$ cat config.mk
export PLATFORM = sky130hd
export DESIGN_NAME = modbus_frame_receive_check_top
export DESIGN_NICKNAME = d
export VERILOG_FILES = /design/src/rtl/mfrc_pkg.sv /design/src/rtl/mfrc_front.sv /design/src/rtl/mfrc_queue.sv /design/src/rtl/mfrc_back.sv /design/src/rtl/modbus_frame_receive_check_top.sv
export SDC_FILE = /design/constraint.sdc
export NUM_CORES = 1
export LEC_CHECK = 0
export ABC_AREA = 1
export BUFFER_PORTS_ARGS = -buffer_cell sky130_fd_sc_hd__buf_2
export CORE_MARGIN = 5
export CORE_UTILIZATION = 35
export DETAILED_ROUTE_END_ITERATION = 12
export PLACE_DENSITY = 0.56
export SYNTH_ARGS = -nofsm -noshare
export SYNTH_HDL_FRONTEND = slang
export SYNTH_SLANG_ARGS = --single-unit
export TNS_END_PERCENT = 10
$ cat constraint.sdc
create_clock -name i_clk -period 3.56 [get_ports i_clk]
set_input_delay 0.356 -clock i_clk [delete_from_list [all_inputs] [get_ports i_clk]]
set_output_delay 0.356 -clock i_clk [all_outputs]
set_load 0.02 [all_outputs]
$ cat src/rtl/mfrc_pkg.sv
// ---------------------------------------------------------------------------
// Modbus frame receive check package
// Shared types and constants for the received-frame checker.
// ---------------------------------------------------------------------------
package mfrc_pkg;

    localparam int MAX_FRAME_CHARS = 1023;
    localparam int TCP_HEADER_LEN  = 7;
    localparam int CHAR_COUNT_W    = $clog2(MAX_FRAME_CHARS + 1);
    localparam int QUEUE_DEPTH     = 2;
    localparam int QUEUE_PTR_W     = $clog2(QUEUE_DEPTH);
    localparam int QUEUE_CNT_W     = $clog2(QUEUE_DEPTH + 1);
    localparam int PDU_LEN_W       = 9;

    localparam logic [7:0]  ASCII_START = 8'h3A;
    localparam logic [15:0] CRC_INIT    = 16'hFFFF;
    localparam logic [15:0] CRC_POLY    = 16'hA001;

    typedef enum logic [1:0] {
        MODE_RTU   = 2'd0,
        MODE_ASCII = 2'd1,
        MODE_TCP   = 2'd2,
        MODE_FAIL  = 2'd3
    } t_frame_mode;

    typedef struct packed {
        logic [7:0] rx_byte;
        logic       last_byte;
    } t_rx_beat;

    typedef struct packed {
        logic [7:0]           data_byte;
        logic                 data_valid;
        logic                 frame_done;
        logic                 frame_ok;
        logic [7:0]           node_address;
        logic [PDU_LEN_W-1:0] pdu_length;
    } t_rx_result;

    typedef struct packed {
        logic [7:0] rx_byte;
        logic       last_byte;
        logic [3:0] nibble;
        logic       hex_ok;
        logic       is_start;
    } t_char_info;

endpackage

$ cat src/rtl/mfrc_front.sv
// ---------------------------------------------------------------------------
// Modbus frame receive check front end
// Classifies each received character: hex digit value, hex validity and
// whether it is the ASCII start character.
// ---------------------------------------------------------------------------
module mfrc_front (
    input  mfrc_pkg::t_rx_beat   i_beat,
    output mfrc_pkg::t_char_info o_info
);

    logic [7:0] c;

    assign c = i_beat.rx_byte;

    always_comb begin
        o_info           = '0;
        o_info.rx_byte   = c;
        o_info.last_byte = i_beat.last_byte;
        o_info.is_start  = (c == mfrc_pkg::ASCII_START);
        if (c >= 8'h30 && c <= 8'h39) begin
            o_info.nibble = c[3:0];
            o_info.hex_ok = 1'b1;
        end else if ((c >= 8'h41 && c <= 8'h46) || (c >= 8'h61 && c <= 8'h66)) begin
            o_info.nibble = 4'(c[3:0] + 4'd9);
            o_info.hex_ok = 1'b1;
        end else begin
            o_info.nibble = 4'd0;
            o_info.hex_ok = 1'b0;
        end
    end

endmodule

$ cat src/rtl/mfrc_queue.sv
// ---------------------------------------------------------------------------
// Modbus frame receive check queue
// Short queue of classified characters between the front end and the
// checking engine.
// ---------------------------------------------------------------------------
module mfrc_queue (
    input  logic                 i_clk,
    input  logic                 i_rst_n,
    input  logic                 i_push,
    input  mfrc_pkg::t_char_info i_push_data,
    output logic                 o_full,
    input  logic                 i_pop,
    output logic                 o_valid,
    output mfrc_pkg::t_char_info o_data
);

    mfrc_pkg::t_char_info r_mem [mfrc_pkg::QUEUE_DEPTH];

    logic [mfrc_pkg::QUEUE_PTR_W-1:0] r_wr_ptr;
    logic [mfrc_pkg::QUEUE_PTR_W-1:0] r_rd_ptr;
    logic [mfrc_pkg::QUEUE_CNT_W-1:0] r_count;
    logic [mfrc_pkg::QUEUE_CNT_W-1:0] n_count;
    logic                             do_push;
    logic                             do_pop;

    assign o_full  = (r_count == mfrc_pkg::QUEUE_CNT_W'(mfrc_pkg::QUEUE_DEPTH));
    assign o_valid = (r_count != '0);
    assign o_data  = r_mem[r_rd_ptr];
    assign do_push = i_push && !o_full;
    assign do_pop  = i_pop && o_valid;

    always_comb begin
        n_count = r_count;
        if (do_push && !do_pop) begin
            n_count = r_count + 1'b1;
        end else if (do_pop && !do_push) begin
            n_count = r_count - 1'b1;
        end
    end

    always_ff @(posedge i_clk) begin
        if (do_push) begin
            r_mem[r_wr_ptr] <= i_push_data;
        end
    end

    always_ff @(posedge i_clk) begin
        if (!i_rst_n) begin
            r_wr_ptr <= '0;
            r_rd_ptr <= '0;
            r_count  <= '0;
        end else begin
            r_count <= n_count;
            if (do_push) begin
                if (r_wr_ptr == mfrc_pkg::QUEUE_PTR_W'(mfrc_pkg::QUEUE_DEPTH - 1)) begin
                    r_wr_ptr <= '0;
                end else begin
                    r_wr_ptr <= r_wr_ptr + 1'b1;
                end
            end
            if (do_pop) begin
                if (r_rd_ptr == mfrc_pkg::QUEUE_PTR_W'(mfrc_pkg::QUEUE_DEPTH - 1)) begin
                    r_rd_ptr <= '0;
                end else begin
                    r_rd_ptr <= r_rd_ptr + 1'b1;
                end
            end
        end
    end

endmodule

$ cat src/rtl/mfrc_back.sv
// ---------------------------------------------------------------------------
// Modbus frame receive check engine
// Runs the CRC, LRC or TCP check on queued characters, one per cycle while
// the output is not stalled, and holds the result beat in an output register.
// ---------------------------------------------------------------------------
module mfrc_back (
    input  logic                   i_clk,
    input  logic                   i_rst_n,
    input  logic                   i_cfg_wr_en,
    input  logic [1:0]             i_cfg_wr_data,
    input  logic                   i_q_valid,
    input  mfrc_pkg::t_char_info   i_q_data,
    output logic                   o_q_pop,
    output logic                   o_out_valid,
    input  logic                   i_out_stall,
    output mfrc_pkg::t_rx_result   o_out_data
);

    localparam int CW = mfrc_pkg::CHAR_COUNT_W;

    function automatic logic [15:0] crc_update(input logic [15:0] crc, input logic [7:0] b);
        logic [15:0] c;
        c = crc ^ {8'h00, b};
        for (int i = 0; i < 8; i++) begin
            if (c[0]) begin
                c = (c >> 1) ^ mfrc_pkg::CRC_POLY;
            end else begin
                c = c >> 1;
            end
        end
        return c;
    endfunction

    mfrc_pkg::t_frame_mode r_mode;

    logic [15:0]   r_crc,        n_crc;
    logic [7:0]    r_lrc,        n_lrc;
    logic [7:0]    r_lrc_before, n_lrc_before;
    logic [3:0]    r_high,       n_high;
    logic          r_high_bad,   n_high_bad;
    logic [CW-1:0] r_count,      n_count;
    logic [7:0]    r_first,      n_first;
    logic          r_bad,        n_bad;
    logic          r_start,      n_start;
    logic [7:0]    r_held,       n_held;
    logic          r_held_valid, n_held_valid;
    logic          r_held_bad,   n_held_bad;
    logic          r_overlong,   n_overlong;

    logic                 r_out_valid;
    mfrc_pkg::t_rx_result r_out;
    mfrc_pkg::t_rx_result res;

    logic [CW-1:0] idx;
    logic [7:0]    b;
    logic [7:0]    pair;
    logic [CW-1:0] summed;
    logic [CW-1:0] len;
    logic          ok;

    assign o_q_pop     = i_q_valid && (!r_out_valid || !i_out_stall);
    assign o_out_valid = r_out_valid;
    assign o_out_data  = r_out;

    always_comb begin
        n_crc        = r_crc;
        n_lrc        = r_lrc;
        n_lrc_before = r_lrc_before;
        n_high       = r_high;
        n_high_bad   = r_high_bad;
        n_count      = r_count;
        n_first      = r_first;
        n_bad        = r_bad;
        n_start      = r_start;
        n_held       = r_held;
        n_held_valid = r_held_valid;
        n_held_bad   = r_held_bad;
        n_overlong   = r_overlong;
        res          = '0;
        idx          = r_count;
        b            = i_q_data.rx_byte;
        pair         = {r_high, i_q_data.nibble};
        summed       = '0;
        len          = '0;
        ok           = 1'b0;

        if (idx >= CW'(mfrc_pkg::MAX_FRAME_CHARS)) begin
            n_overlong = 1'b1;
        end else begin
            case (r_mode)
                mfrc_pkg::MODE_RTU: begin
                    n_crc = crc_update(r_crc, b);
                    if (idx == '0) begin
                        n_first = b;
                    end
                    res.data_byte  = b;
                    res.data_valid = 1'b1;
                end
                mfrc_pkg::MODE_ASCII: begin
                    if (idx == '0) begin
                        n_start = i_q_data.is_start;
                    end else if (idx[0]) begin
                        n_high     = i_q_data.nibble;
                        n_high_bad = !i_q_data.hex_ok;
                    end else begin
                        if (r_held_valid) begin
                            if (r_start) begin
                                res.data_byte  = r_held;
                                res.data_valid = 1'b1;
                            end
                            if (r_held_bad) begin
                                n_bad = 1'b1;
                            end
                        end
                        n_lrc_before = r_lrc;
                        n_lrc        = r_lrc + pair;
                        if (idx == CW'(2)) begin
                            n_first = pair;
                        end
                        n_held       = pair;
                        n_held_bad   = r_high_bad || !i_q_data.hex_ok;
                        n_held_valid = 1'b1;
                    end
                end
                mfrc_pkg::MODE_TCP: begin
                    if (idx == CW'(mfrc_pkg::TCP_HEADER_LEN - 1)) begin
                        n_first = b;
                    end
                    res.data_byte  = b;
                    res.data_valid = 1'b1;
                end
                default: begin
                end
            endcase
            n_count = idx + 1'b1;
        end

        if (i_q_data.last_byte) begin
            res.frame_done = 1'b1;
            summed = (n_count - CW'(3)) >> 1;
            if (!n_overlong && n_count >= CW'(3)) begin
                case (r_mode)
                    mfrc_pkg::MODE_RTU: begin
                        ok  = (n_crc == 16'h0000);
                        len = n_count - CW'(3);
                    end
                    mfrc_pkg::MODE_ASCII: begin
                        ok  = n_start && !n_bad && (summed >= CW'(2)) &&
                              (n_lrc_before == 8'h00);
                        len = summed - CW'(2);
                    end
                    mfrc_pkg::MODE_TCP: begin
                        ok = 1'b1;
                        if (n_count >= CW'(mfrc_pkg::TCP_HEADER_LEN)) begin
                            len = n_count - CW'(mfrc_pkg::TCP_HEADER_LEN);
                        end
                    end
                    default: begin
                        ok = 1'b0;
                    end
                endcase
            end
            if (ok) begin
                res.frame_ok     = 1'b1;
                res.node_address = n_first;
                if (len > CW'({mfrc_pkg::PDU_LEN_W{1'b1}})) begin
                    res.pdu_length = '1;
                end else begin
                    res.pdu_length = len[mfrc_pkg::PDU_LEN_W-1:0];
                end
            end
            n_crc        = mfrc_pkg::CRC_INIT;
            n_lrc        = '0;
            n_lrc_before = '0;
            n_high       = '0;
            n_high_bad   = 1'b0;
            n_count      = '0;
            n_first      = '0;
            n_bad        = 1'b0;
            n_start      = 1'b0;
            n_held       = '0;
            n_held_valid = 1'b0;
            n_held_bad   = 1'b0;
            n_overlong   = 1'b0;
        end
    end

    always_ff @(posedge i_clk) begin
        if (!i_rst_n || i_cfg_wr_en) begin
            r_crc        <= mfrc_pkg::CRC_INIT;
            r_lrc        <= '0;
            r_lrc_before <= '0;
            r_high       <= '0;
            r_high_bad   <= 1'b0;
            r_count      <= '0;
            r_first      <= '0;
            r_bad        <= 1'b0;
            r_start      <= 1'b0;
            r_held       <= '0;
            r_held_valid <= 1'b0;
            r_held_bad   <= 1'b0;
            r_overlong   <= 1'b0;
        end else if (o_q_pop) begin
            r_crc        <= n_crc;
            r_lrc        <= n_lrc;
            r_lrc_before <= n_lrc_before;
            r_high       <= n_high;
            r_high_bad   <= n_high_bad;
            r_count      <= n_count;
            r_first      <= n_first;
            r_bad        <= n_bad;
            r_start      <= n_start;
            r_held       <= n_held;
            r_held_valid <= n_held_valid;
            r_held_bad   <= n_held_bad;
            r_overlong   <= n_overlong;
        end
    end

    always_ff @(posedge i_clk) begin
        if (!i_rst_n) begin
            r_mode <= mfrc_pkg::MODE_RTU;
        end else if (i_cfg_wr_en) begin
            r_mode <= mfrc_pkg::t_frame_mode'(i_cfg_wr_data);
        end
    end

    always_ff @(posedge i_clk) begin
        if (!i_rst_n) begin
            r_out_valid <= 1'b0;
        end else if (o_q_pop) begin
            r_out_valid <= 1'b1;
        end else if (!i_out_stall) begin
            r_out_valid <= 1'b0;
        end
    end

    always_ff @(posedge i_clk) begin
        if (o_q_pop) begin
            r_out <= res;
        end
    end

endmodule

$ cat src/rtl/modbus_frame_receive_check_top.sv
// ---------------------------------------------------------------------------
// Modbus frame receive check
// Checks received RTU, ASCII or TCP frames one character per beat and
// reports data bytes and the end-of-frame status.
//
//   Channel   Direction  Handshake                  Payload
//   input     in         i_in_valid / o_in_stall    i_in_data  (t_rx_beat)
//   output    out        o_out_valid / i_out_stall  o_out_data (t_rx_result)
//   config    in         i_cfg_wr_en                i_cfg_wr_data (frame mode)
//
// One character is taken per cycle while the queue is not full. A beat's result
// passes through the queue and then the engine's output register.
// A two-entry queue decouples the input from the engine, so the input is
// stalled only when the queue is full. Reset is synchronous and active low;
// it selects RTU mode and clears the frame state. A mode write also clears it.
// ---------------------------------------------------------------------------
module modbus_frame_receive_check_top (
    input  logic                 i_clk,
    input  logic                 i_rst_n,
    input  logic                 i_in_valid,
    output logic                 o_in_stall,
    input  mfrc_pkg::t_rx_beat   i_in_data,
    output logic                 o_out_valid,
    input  logic                 i_out_stall,
    output mfrc_pkg::t_rx_result o_out_data,
    input  logic                 i_cfg_wr_en,
    input  logic [1:0]           i_cfg_wr_data
);

    mfrc_pkg::t_char_info front_info;
    mfrc_pkg::t_char_info q_data;
    logic                 q_full;
    logic                 q_valid;
    logic                 q_pop;

    assign o_in_stall = q_full;

    mfrc_front u_front (
        .i_beat (i_in_data),
        .o_info (front_info)
    );

    mfrc_queue u_queue (
        .i_clk       (i_clk),
        .i_rst_n     (i_rst_n),
        .i_push      (i_in_valid),
        .i_push_data (front_info),
        .o_full      (q_full),
        .i_pop       (q_pop),
        .o_valid     (q_valid),
        .o_data      (q_data)
    );

    mfrc_back u_back (
        .i_clk         (i_clk),
        .i_rst_n       (i_rst_n),
        .i_cfg_wr_en   (i_cfg_wr_en),
        .i_cfg_wr_data (i_cfg_wr_data),
        .i_q_valid     (q_valid),
        .i_q_data      (q_data),
        .o_q_pop       (q_pop),
        .o_out_valid   (o_out_valid),
        .i_out_stall   (i_out_stall),
        .o_out_data    (o_out_data)
    );

endmodule

Word level (Yosys, flattened, before mapping)
Memories as Yosys holds them, arrays and structs flattened. A register that Yosys moved wholly into a read port is not among the register bits.
Index checks and enable logic that the tools add are counted.
{ "word_totals": {"ff_bits": 103, "ramBits": 30, "n_memories": 1} }
{ "memory_table": {"columns": ["memory", "depth", "word_bits", "rd", "rd_ports_with_merged_regs", "write_ports", "line", "rtl"], "rows": [
  ["u_queue.r_mem", 2, 15, 1, 1, 1, "mfrc_queue.sv:17", "mfrc_pkg::t_char_info r_mem [mfrc_pkg::QUEUE_DEPTH];"]
]} }
{ "classes": {"n_addsub": 10, "magnitude_cmp": 11, "n_eq_ne": 10, "n_mux": 110, "bitwise": 9, "n_reduce_logical": 37} }
{ "ops": {"columns": ["op", "count"], "rows": [
  ["two-way mux 16 bit", 25],
  ["two-way mux 8 bit", 22],
  ["two-way mux 10 bit", 5],
  ["two-way mux 9 bit", 5],
  ["two-way mux 1 bit", 38],
  ["case mux 10 bit (3 select lines)", 1],
  ["NOT 2 -> 3 bit", 8],
  ["case mux 8 bit (3 select lines)", 1],
  ["two-way mux 4 bit", 5],
  ["two-way mux 19 bit", 1],
  ["two-way mux 18 bit", 1],
  ["case mux 9 bit (2 select lines)", 1],
  [">= comparator 8 x 7 -> 1 bit (second input constant)", 2],
  ["<= comparator 8 x 7 -> 1 bit (second input constant)", 2],
  ["zero test 16 bit", 1],
  ["bitwise XOR 16 x 8 -> 16 bit", 1],
  ["logical AND 1 bit", 12],
  ["adder 10 x 1 -> 10 bit (second input constant)", 1],
  ["== test 10 x 2 -> 1 bit (second input constant)", 1],
  ["== test 10 x 3 -> 1 bit (second input constant)", 1],
  [">= comparator 10 bit (second input constant)", 1],
  [">= comparator 10 x 2 -> 1 bit (second input constant)", 1],
  [">= comparator 10 x 3 -> 1 bit (second input constant)", 1],
  ["greater-than comparator 10 x 9 -> 1 bit (second input constant)", 1],
  ["28 further kinds", 49]
]} }

Depth between registers and ports, before layout
{ "depth": {"ltp_word": 39, "depth_mapped": 22} }

Hierarchy
From an unflattened synthesis, not the netlist that was laid out.
{ "hier_totals": {"cells_unflattened": 1028, "area_unflattened_um2": 7753.7} }
{ "by_module_without_submodules": {"columns": ["mod", "n_inst", "cells_each", "area_per_inst_um2", "seq_area_each_um2"], "rows": [
  ["mfrc_back", 1, 898, 6093.3, 2262.2],
  ["mfrc_queue", 1, 84, 1383.8, 1001.0],
  ["mfrc_front", 1, 46, 276.5, 0.0]
]} }

Least setup slack after synthesis
No wires, ideal clock.
{ "synth_timing": {"path_type": "register to register", "from": "register u_back.r_count[0], in the netlist u_back.idx[0]", "to": "register u_back.r_out, in the netlist u_back.o_out_data[5], data pin", "setup_ps": 258, "arrival_ps": 2345, "required_ps": 3302, "slack_ps": 957, "stages_incl_launch_ff": 19, "n_path_buf": 1, "synth_period_minus_slack_ps": 2603, "path_cell_list": "dfxtp_1 -> ha_1 -> nand3_2 -> buf_2 -> nand2_2 -> inv_1 -> nand2_1 -> nand2_1 -> nand2_1 -> inv_1 -> ha_1 -> inv_1 -> nor2_1 -> nand3_1 -> nor2_1 -> nand3b_1 -> nand2_1 -> o21ai_0 -> nor2_2"} }
{ "synth_via": {"elab_chain_len": 12, "word_cells_on_any_way": 41} }
{ "synth_rtl": {"columns": ["element", "line", "rtl"], "rows": [
  ["start: declaration", "mfrc_back.sv:41", "logic [CW-1:0] r_count, n_count;"],
  ["start signal: assignment", "mfrc_back.sv:209", "r_count <= n_count;"],
  ["branches (longest 12 deep; another with adder 10 x 1 -> 10 bit)", null, null],
  ["end signal: assignment", "mfrc_back.sv:240", "r_out <= res;"],
  ["end: declaration", "mfrc_back.sv:51", "mfrc_pkg::t_rx_result r_out;"]
]} }
Several ways; the timed one is not identified. The select of a mux whose other input is x is not followed.
A chain may end at the register's enable or synchronous reset.

Final worst setup path
{ "layout_timing": {"from": "register u_back.r_count[0], in the netlist u_back.idx[0]", "to": "register u_back.r_out, in the netlist u_back.o_out_data[3], data pin"} }
The elaborated chain is that of the path after synthesis.

==> impl_metrics.json <==
{
  "outcome": "completed",
  "critPathCaptureType": "register",
  "initial_utilization_pct": 35.4,
  "fp.dieW_um": 158,
  "first_pass_iters": 5,
  "num_rows": 54,
  "postPlaceCellArea_um2": 8210,
  "antenna_cells": 0,
  "min_path_type": "in2reg",
  "htreeDepth": 4,
  "clock-root-buffer": "clkbuf_16",
  "postCtsSetupBuffers": 0,
  "period_needed_ns": 3.09,
  "nets": 1155,
  "cts_made_buffers": 17,
  "clk_pin_slew_ns": 0.06,
  "maxCapViolCount": 0,
  "min-delay-start": "i_in_data[0]",
  "rrSetupSlack_ns": 0.47,
  "synthArstFlopShare_pct": 0,
  "seq_area_um2": 3260,
  "finalWirelength_mm": 21.0,
  "hold_end": "u_queue.r_mem[1][6]",
  "hold_viol_final": 0,
  "die_h_um": 158,
  "hold_depth": 1,
  "fmax_mhz": 323,
  "cp.required_ns": 3.73,
  "dpl.cell_count": 1383,
  "rr_worst_depth": 19,
  "timing_worst_slew_pin_value_ns": 0.947,
  "cp_max_fo": 10,
  "setup_violations": 0,
  "postRouteAntennaNets": 0,
  "dp_hpwl_mm": 15.5,
  "cts_buffer_depth": 2,
  "vias_per_cell": 4.91,
  "gp_congestion": 0.887,
  "fin_setup_tns_ns": 0,
  "layout-drive-gt1-share_pct": 13.1,
  "leakage_nw": 3.83,
  "synthDistinctLibCells": 47,
  "hold_ws_ns": 0.116,
  "drc": 0,
  "syn-mean-instance-area_um2": 7.15,
  "fin_area_um2": 8810,
  "rsz0062_at_grt": "false",
  "insertion_delay_ns": 0.43,
  "critPathKind": "reg2reg",
  "wl_per_cell_um": 14.8,
  "core_area_um2": 21700,
  "netlist_instances": 1074,
  "max-vdd-ir-drop_mv": 0.518,
  "p_per_area_nw_per_um2": 678,
  "final_util_pct": 40.6,
  "start_kind": "register",
  "synth_nets": 1107,
  "grt_pass1_wl_mm": 34.3,
  "syn_area_um2": 7680,
  "finalNonFillerCells": 1415,
  "multi_input_area_um2": 3770,
  "grt_usage_pct": 17.4,
  "antenna_found_initial": 0,
  "grt_pass1_vias": 6517,
  "synth_edf_count": 58,
  "vias": 6941,
  "synthToLayoutAreaGrowth_pct": 14.7,
  "r2r_start": "u_back.idx[0]",
  "finalCritPeriodShare_pct": 86.9,
  "worstPathArrival_ns": 3.27,
  "drv_slew": 0,
  "cts.sinks": 134,
  "yosysSeqAreaShare_pct": 42.5,
  "worst_clock_skew_ns": 0.00811,
  "grt_max_degree": 54,
  "timing.rr.end": "u_back.o_out_data[3]",
  "synth-seq-cells": 134,
  "yosysWarnings": 0,
  "die_area_um2": 25000,
  "n_fill_cell": 2223,
  "max_slew_margin_pct": 36.8,
  "numPortBuffers": 45,
  "cts_tree": "built",
  "pin_count": 46,
  "drtIter0Drc": 455,
  "ys.flop_type": "dfxtp_1",
  "grt-ovfl-total": 0
}
[logic make-up (layout without fill, tap and decap cells)]
| family | after synthesis | after routing | share of synthesized area (%) |
|---|---|---|---|
| xor gates and xnor gates | 9 | 9 | 1.03 |
| buffers and inverters | 165 | 226 | 8.66 |
| and+or+nand+nor | 565 | 565 | 31.6 |
| AOI/OAI and AO/OA | 182 | 182 | 13.1 |
| muxes | 2 | 2 | 0.261 |
| adders and majority gates | 17 | 17 | 2.87 |
| DFF | 134 | 134 | 42.5 |
[worst max-delay path by stage]
stage | slack, ns | cells past startpoint | endpoint | from
CTS | 0.37 | 19 | u_back.o_out_data[6] | u_back.idx[0]
finish | 0.47 | 19 | u_back.o_out_data[3] | u_back.idx[0]
global route | 0.08 | 19 | u_back.o_out_data[5] | u_back.idx[0]
floorplan | 0.96 | 18 | u_back.o_out_data[5] | u_back.idx[0]
detailed placement | 0.38 | 19 | u_back.o_out_data[6] | u_back.idx[0]
global placement | 0.48 | 19 | u_back.o_out_data[7] | u_back.idx[0]
[layout make-up]
type | instances | share of cell area [%]
Timing Repair Buffer | 58 | 3.66
Inverter | 136 | 5.80
Multi-Input combinational cell | 775 | 42.8
Clock buffer | 17 | 4.83
Tap cell | 280 | 3.98
Sequential cell | 134 | 37.0
Clock inverter | 15 | 1.92
[per-layer routing]
layer | vias to the layer above | part of all wire [%] | track usage [%]
met2 | 152 | 44 | 27.3
met4 | 0 | 1.3 | 4.59
met3 | 20 | 4.8 | 3.23
met5 | - | 0 | 0
met1 | 3172 | 50 | 24.9
li1 | 3597 | - | -
[power breakdown]
part / internal, mW / leakage (nW) / switching (mW)
Clock: 1.05 / 0.285 / 0.742
Sequential: 1.91 / 1.17 / 0.109
Combinational: 0.598 / 2.37 / 1.57
Total: 3.56 / 3.83 / 2.42
[flip-flops by register name, summed over array words and instances (netlist names), 2 cells and up, named ones only]
register             count
u_queue.r_count          2
u_back.r_lrc_before      8
u_back.r_crc            16
u_back.idx              10
u_back.r_high            4
u_back.r_first           8
u_back.r_held            8
u_back.o_out_data       28
u_back.r_lrc             8
u_queue.r_mem           30
u_back.r_mode            2
[critical path, stage by stage (launching register included)]
cell,delay [ns]
dfxtp_1,0.44
ha_1,0.34
inv_1,0.12
nor2_4,0.28
nand2_1,0.08
nand2_1,0.09
nand2_2,0.09
nand2_1,0.12
nand2_1,0.06
nand2_1,0.10
inv_1,0.05
ha_1,0.21
inv_1,0.06
nor2_1,0.05
nand3_1,0.12
nor2_1,0.08
nand3b_1,0.07
nand2_1,0.16
o21ai_0,0.26
nor2_2,0.06
[Yosys cell counts, types with 5 or more instances]
cell type,n,area [µm²]
nand4_1,8,50.1
clkbuf_1,15,56.3
nor2_2,12,75.1
o22ai_1,14,87.6
a21oi_1,70,350
edfxtp_1,58,1740
nor2_1,81,304
xor2_1,7,61.3
nand2_1,347,1300
nand3_1,75,375
o21ai_0,61,305
dfxtp_1,76,1520
nor2_4,5,56.3
o21ai_1,9,45.0
ha_1,16,200
nand2_2,13,81.3
inv_1,124,465
a22oi_1,5,37.5
nand3b_1,5,37.5
or2_2,6,37.5
inv_2,11,41.3
[layout by cell type (no fill, tap or decap), drive strengths merged, types with 3 or more instances in the layout]
cell type and instances:
a21oi 71, buf 58, and3 3, a22oi 5, inv 142, nand2 363, nor3 3, dfxtp 76
or2 6, nand3b 5, xor2 7, a2bb2oi 3, o22ai 14, o211ai 4, clkbuf 17, edfxtp 58
nand3 77, ha 16, nor2 98, clkinv 5, o21bai 3, o21ai 73, nand4 8
[metrics by stage]
stage	power, mW	setup slack, ns
6_report	5.97	0.466
5_1_grt	6.36	0.0840
4_1_cts	6.02	0.368
3_5_place_dp	4.22	0.384
3_3_place_gp	4.21	0.480
2_1_floorplan	3.53	0.957
[timing repair]
| item | in CTS | in global routing |
|---|---|---|
| hold buffers | 0 | 0 |
| setup endpoints to repair | 0 | 3 |
| resized for setup | 0 | 1 |
Power figures use the tool's default switching activity.
